==> src/rtl/core/lap3_pkg.sv <==
// Shared types, codes and field widths for the 3x3 Laplacian stream filter.
`default_nettype none

package lap3_pkg;

    // Pixel and window types
    typedef logic [7:0] pixel_t;
    typedef pixel_t [2:0][2:0] window_t;   // [row][col], row 0 oldest, col 0 oldest

    // Kernel selector codes; the unused code falls back to the edge kernel
    typedef enum logic [1:0] {
        FORM_EDGE     = 2'd0,
        FORM_DIAG     = 2'd1,
        FORM_WEIGHTED = 2'd2
    } kernel_form_t;

    // Configuration register indexes
    typedef enum logic [2:0] {
        REG_KERNEL_FORM  = 3'd0,
        REG_IMAGE_WIDTH  = 3'd1,
        REG_IMAGE_HEIGHT = 3'd2,
        REG_RECT_TOP     = 3'd3,
        REG_RECT_BOTTOM  = 3'd4,
        REG_RECT_LEFT    = 3'd5,
        REG_RECT_RIGHT   = 3'd6
    } cfg_reg_t;

    // Register and field widths
    localparam int CFG_ADDR_W  = 3;
    localparam int CFG_DATA_W  = 13;
    localparam int FORM_W      = 2;
    localparam int IMG_W_W     = 11;
    localparam int IMG_H_W     = 13;
    localparam int RECT_ROW_W  = 12;
    localparam int RECT_COL_W  = 10;
    localparam int LAP_W       = 14;
    localparam int ROW_OUT_W   = 12;
    localparam int COL_OUT_W   = 10;
    localparam int OUT_TDATA_W = 40;
    localparam int SUM_W       = 15;

    // Register reset values
    localparam logic [IMG_W_W-1:0]    IMG_W_RST  = 11'd640;
    localparam logic [IMG_H_W-1:0]    IMG_H_RST  = 13'd480;
    localparam logic [RECT_ROW_W-1:0] RECT_T_RST = 12'd1;
    localparam logic [RECT_ROW_W-1:0] RECT_B_RST = 12'd4094;
    localparam logic [RECT_COL_W-1:0] RECT_L_RST = 10'd1;
    localparam logic [RECT_COL_W-1:0] RECT_R_RST = 10'd1022;

endpackage

`default_nettype wire

==> src/rtl/core/lap3_kernel.sv <==
// Laplacian kernel arithmetic over one 3x3 window.
`default_nettype none

module lap3_kernel
    import lap3_pkg::*;
(
    input  wire window_t               win,
    input  wire kernel_form_t          form,
    output logic signed [LAP_W-1:0]    lap_value
);

    logic [9:0]              edge_sum;
    logic [9:0]              diag_sum;
    logic signed [SUM_W-1:0] ctr_s;
    logic signed [SUM_W-1:0] edge_s;
    logic signed [SUM_W-1:0] diag_s;
    logic signed [SUM_W-1:0] result;

    // Sum the edge and diagonal neighbors
    always_comb
    begin
        edge_sum = 10'(win[0][1]) + 10'(win[1][0]) + 10'(win[1][2]) + 10'(win[2][1]);
        diag_sum = 10'(win[0][0]) + 10'(win[0][2]) + 10'(win[2][0]) + 10'(win[2][2]);
        ctr_s    = signed'(SUM_W'(win[1][1]));
        edge_s   = signed'(SUM_W'(edge_sum));
        diag_s   = signed'(SUM_W'(diag_sum));
    end

    // Select the kernel; the unused code computes the edge form
    always_comb
    begin
        unique case (form)
            FORM_DIAG:     result = diag_s - (ctr_s <<< 2);
            FORM_WEIGHTED: result = diag_s + (edge_s <<< 2) - (ctr_s <<< 4) - (ctr_s <<< 2);
            default:       result = edge_s - (ctr_s <<< 2);
        endcase
    end

    assign lap_value = LAP_W'(result);

endmodule

`default_nettype wire

==> config.mk <==
export PLATFORM = sky130hd
export DESIGN_NAME = lap3_kernel
export DESIGN_NICKNAME = d
export VERILOG_FILES = /design/src/rtl/core/lap3_pkg.sv /design/src/rtl/core/lap3_kernel.sv
export SDC_FILE = /design/constraint.sdc
export NUM_CORES = 1
export LEC_CHECK = 0
export ABC_AREA = 0
export BUFFER_PORTS_ARGS = -buffer_cell sky130_fd_sc_hd__buf_2
export CORE_ASPECT_RATIO = 1.2
export CORE_MARGIN = 5
export CORE_UTILIZATION = 51
export DETAILED_ROUTE_END_ITERATION = 10
export PLACE_DENSITY_LB_ADDON = 0.2
export SETUP_SLACK_MARGIN = 0.5
export SYNTH_ARGS = -nofsm -noshare
export SYNTH_HDL_FRONTEND = slang
export SYNTH_SLANG_ARGS = --single-unit
==> constraint.sdc <==
create_clock -name vclk -period 6.02
set_clock_uncertainty 0.15 [all_clocks]
set_input_delay 0.602 -clock vclk [all_inputs]
set_output_delay 0.602 -clock vclk [all_outputs]
set_load 0.01 [all_outputs]
Word level (Yosys, flattened, before mapping)
Cells that the tools add are included.

Multipliers: 0. Equal/unequal tests: 2. Bitwise operators: 0. Reductions and logical operators: 0. Mux-type cells: 1. Shifts and indexed selects: 0. Add/subtract/negate cells: 11. Order comparisons: 0. Divide/modulo/power cells: 0.

Operator list (number): 14-bit one-hot mux with 2 select lines (1); 10-bit by 10-bit subtractor with 11-bit output (2); 10-bit by 8-bit adder with 10-bit output (2); 9-bit by 8-bit adder with 10-bit output (2); 8-bit by 8-bit adder with 9-bit output (2); 13-bit by 12-bit subtractor with 14-bit output (1); 14-bit by 11-bit subtractor with 14-bit output (1); 10-bit by 12-bit adder with 13-bit output (1); 2-bit by 1-bit equality test with 1-bit output (second input constant) (1); 2-bit equality test (second input constant) (1).

Register bits: 0. Input port bits: 74. RAM bits: 0. Logic and storage cells: 14. Bits in latches: 0. Output and inout port bits: 14. Memories kept: 0. Memory bits (read-only): 0.

Logic depth before layout (Yosys ltp)
Depth in word-level cells: 7. Gate-level depth with buffers: 21. Gate-level depth less buffers: 21.

Least setup slack after synthesis
No wires, ideal clock.

Path type: input to output. Start: input port win[10] in the netlist's numbering. End: output port lap_value[13]. Arrival: 5265 ps. Path slack: 3 ps. Stages on the path: 21. Data required time: 5268 ps. Buffers on the path: 0. Path through: inv_1 fa_1 fa_1 inv_1 ha_1 a21o_1 a21oi_1 o21bai_1 a21oi_1 xnor2_1 fa_1 inv_1 fa_1 inv_1 ha_1 a21o_1 nand3b_1 a21oi_2 nor3_1 o31a_1 o31ai_1.

Cells in the longest elaborated chain, start to end: 7. Elaborated cells between the ends (all ways): 8. Those cells by class: 7 x add/sub; 1 x mux.

Ends and longest elaborated chain: from (decl) (line lap3_kernel.sv:7) `input wire window_t win,`; 8-bit by 8-bit adder with 9-bit output * (line lap3_kernel.sv:22) `edge_sum = 10'(win[0][1]) + 10'(win[1][0]) + 10'(win[1][2]) + 10'(win[2][1]);`; 9-bit by 8-bit adder with 10-bit output * (line lap3_kernel.sv:22); 10-bit by 8-bit adder with 10-bit output * (line lap3_kernel.sv:22); 10-bit by 12-bit adder with 13-bit output (line lap3_kernel.sv:34) `FORM_WEIGHTED: result = diag_s + (edge_s <<< 2) - (ctr_s <<< 4) - (ctr_s <<< 2);`; 13-bit by 12-bit subtractor with 14-bit output (line lap3_kernel.sv:34); 14-bit by 11-bit subtractor with 14-bit output (line lap3_kernel.sv:34); 14-bit one-hot mux with 2 select lines * (line lap3_kernel.sv:32) `unique case (form)`; to (decl) (line lap3_kernel.sv:9) `output logic signed [LAP_W-1:0] lap_value`.

Mark *: on every way between the ends. The rest lies on a longest branch, timed or not.

Worst setup path after layout
Start: input port win[9] in the netlist's numbering. End: output port lap_value[13].

The elaborated chain is that of the path after synthesis.

==> results_dict.tcl <==
set metrics [dict create \
    multi_input_area_um2 3010 \
    ios 88 \
    crit_buf_inv 6 \
    cp.required_ns 5.27 \
    netlist.area_leader.share_pct 29.7 \
    crit_path_frequent_cell "fa_1" \
    holdPathEnd "lap_value[2]" \
    post_drt_wl_per_cell_um 12.8 \
    die_y_um 97.2 \
    grt_pass1_wl_um 12100 \
    cp-start-kind "primary input" \
    cp_top_family "adder cells" \
    slew-limit-headroom_pct 63.6 \
    drc_errors 0 \
    ant_nets 0 \
    antennaDiodeCount 0 \
    fmax_mhz 167 \
    wirelength_um 7500 \
    overflow 0 \
    grt_pass1_vias 2933 \
    whs_ns 1.53 \
    max_cap_viol_count 0 \
    drv_slew 0 \
    start_util_pct 53.1 \
    gp_congestion 0.853 \
    worst_slew_pin_slew_ns 0.545 \
    area.growth.synth_to_final_pct 30.3 \
    crit_fanout 3 \
    min-delay-start "win[32]" \
    hold_viol_final 0 \
    place_hpwl_um 6440 \
    endpoint_kind "output port" \
    slowest_stage "fa_1" \
    finalCritPeriodShare_pct 99.6 \
    regArea_um2 0 \
    crit_path_max_incr_delay_ns 0.55 \
    fp.dieW_um 82.7 \
    core_um2 6090 \
    seq_cell_count 0 \
    viasPerCell 5.04 \
    drive_gt1_share_pct 32.8 \
    nClkBuffers 0 \
    fin_crit_ns 6.00 \
    grt_max_degree 17 \
    drt_iter0_markers 86 \
    rows 31 \
    worst-setup-path-type "primary input to output port" \
    synth.distinct_cells 44 \
    hold_path_class "primary input to output port" \
    synth_area_leaders "fa_1 (30%), ha_1 (21%), inv_1 (14%)" \
    ys_warn_count 0 \
    status "finished clean" \
    hold_depth 4 \
    antenna_found_initial 0 \
    arrival_ns 5.24 \
    syn_area_um2 3230 \
    rsz0062_at_grt "true" \
    avgSynthCellArea_um2 8.19 \
    syn-num-nets 570 \
    cp.depth 22 \
    port_buffers 88 \
    synth_top_cell_by_area "fa_1" \
    vias 2947 \
    nets 680 \
    fill_cells 512 \
    dieArea_um2 8040 \
    grtUsageTotal_pct 18.2 \
    yosysSeqAreaShare_pct 0 \
    setup_viol 0 \
    postCtsHoldBufs 0 \
    crit_chain "buf_8, inv_8, fa_1, inv_1, fa_1, ha_2, fa_2, a21o_1, a21oi_4, xnor2_2, fa_1, inv_1, fa_1, inv_2, ha_4, a21o_1, nand3b_1, a21oi_2, nor3_1, o31a_1, o31ai_2, buf_2" \
    first_pass_iters 4 \
    synthCells 395 \
]
[cell type report]
| class | count | area share, % |
|---|---|---|
| Inverter | 123 | 11.1 |
| Multi-Input combinational cell | 269 | 71.5 |
| Tap cell | 82 | 2.44 |
| Timing Repair Buffer | 111 | 14.9 |
[how the worst max path moves through the flow]
stage                        from            end
after floorplan           win[42]  lap_value[13]
after global placement     win[9]  lap_value[13]
after detailed placement   win[9]  lap_value[13]
after CTS                  win[9]  lap_value[12]
after global routing      win[42]   lap_value[9]
final                      win[9]  lap_value[13]
[Yosys cell counts, drive strengths merged (3+ instances only)]
library cell,number
a21oi,26
nand3,3
nand2,12
a211oi,3
inv,123
ha,53
o21bai,5
o21ai,19
nor2b,4
xor2,9
o31ai,3
o21a,5
a221oi,6
nor3,3
nor2,14
xnor2,18
a21o,10
fa,48
nand2b,6
[metal layers]
layer	share of wire, %	GRT usage (%)
met5	0	0
met4	0.95	1.89
met3	3.5	0.186
met2	56	34.9
met1	40	22.7
[placed cells by master, fill, tap and decap left out, types with 4 or more instances in the layout]
master,Yosys,routed
buf_2,0,87
inv_2,0,6
o21ai_1,2,4
a21oi_2,2,10
a21o_1,10,10
buf_4,1,22
xnor2_2,0,5
inv_1,123,116
ha_1,53,43
ha_4,0,8
xnor2_1,18,13
o21bai_1,5,5
nand2_1,12,11
nor2_1,14,14
nand2b_1,6,6
o21ai_0,17,13
fa_1,48,46
o21a_1,5,5
a21oi_1,24,15
xor2_1,9,7
[metrics by stage]
stage	setup TNS, ns	worst slack (ns)	cell area [um2]	cells	utilization (%)
CTS	0	0.0166	4150	583	68.1
global route	-0.680	-0.212	4210	585	69.2
finish	0	0.0240	4210	585	69.2
detailed placement	-0.188	-0.0922	3950	577	64.8
floorplan	0	0.307	3330	395	-
global placement	-0.0600	-0.0403	3950	577	64.8
[cells by family (layout without fill, tap and decap cells)]
| kind of cell | count (synthesis) | count (layout) | synth area share, % |
|---|---|---|---|
| buf+inv | 126 | 234 | 15.3 |
| mux | 1 | 1 | 0.348 |
| simple gates | 51 | 51 | 8.05 |
| compound gates | 89 | 89 | 18.8 |
| fa+ha+maj | 101 | 101 | 50.2 |
| xor+xnor | 27 | 27 | 7.31 |
[what timing repair did]
action,in CTS,in global routing
pin swaps,18,21
buffers inserted,6,2
gates resized for setup,31,11
setup endpoints to repair,9,10
Power is not shown: default switching activity piles up to over one toggle a cycle in this logic, so the estimate is an artifact.
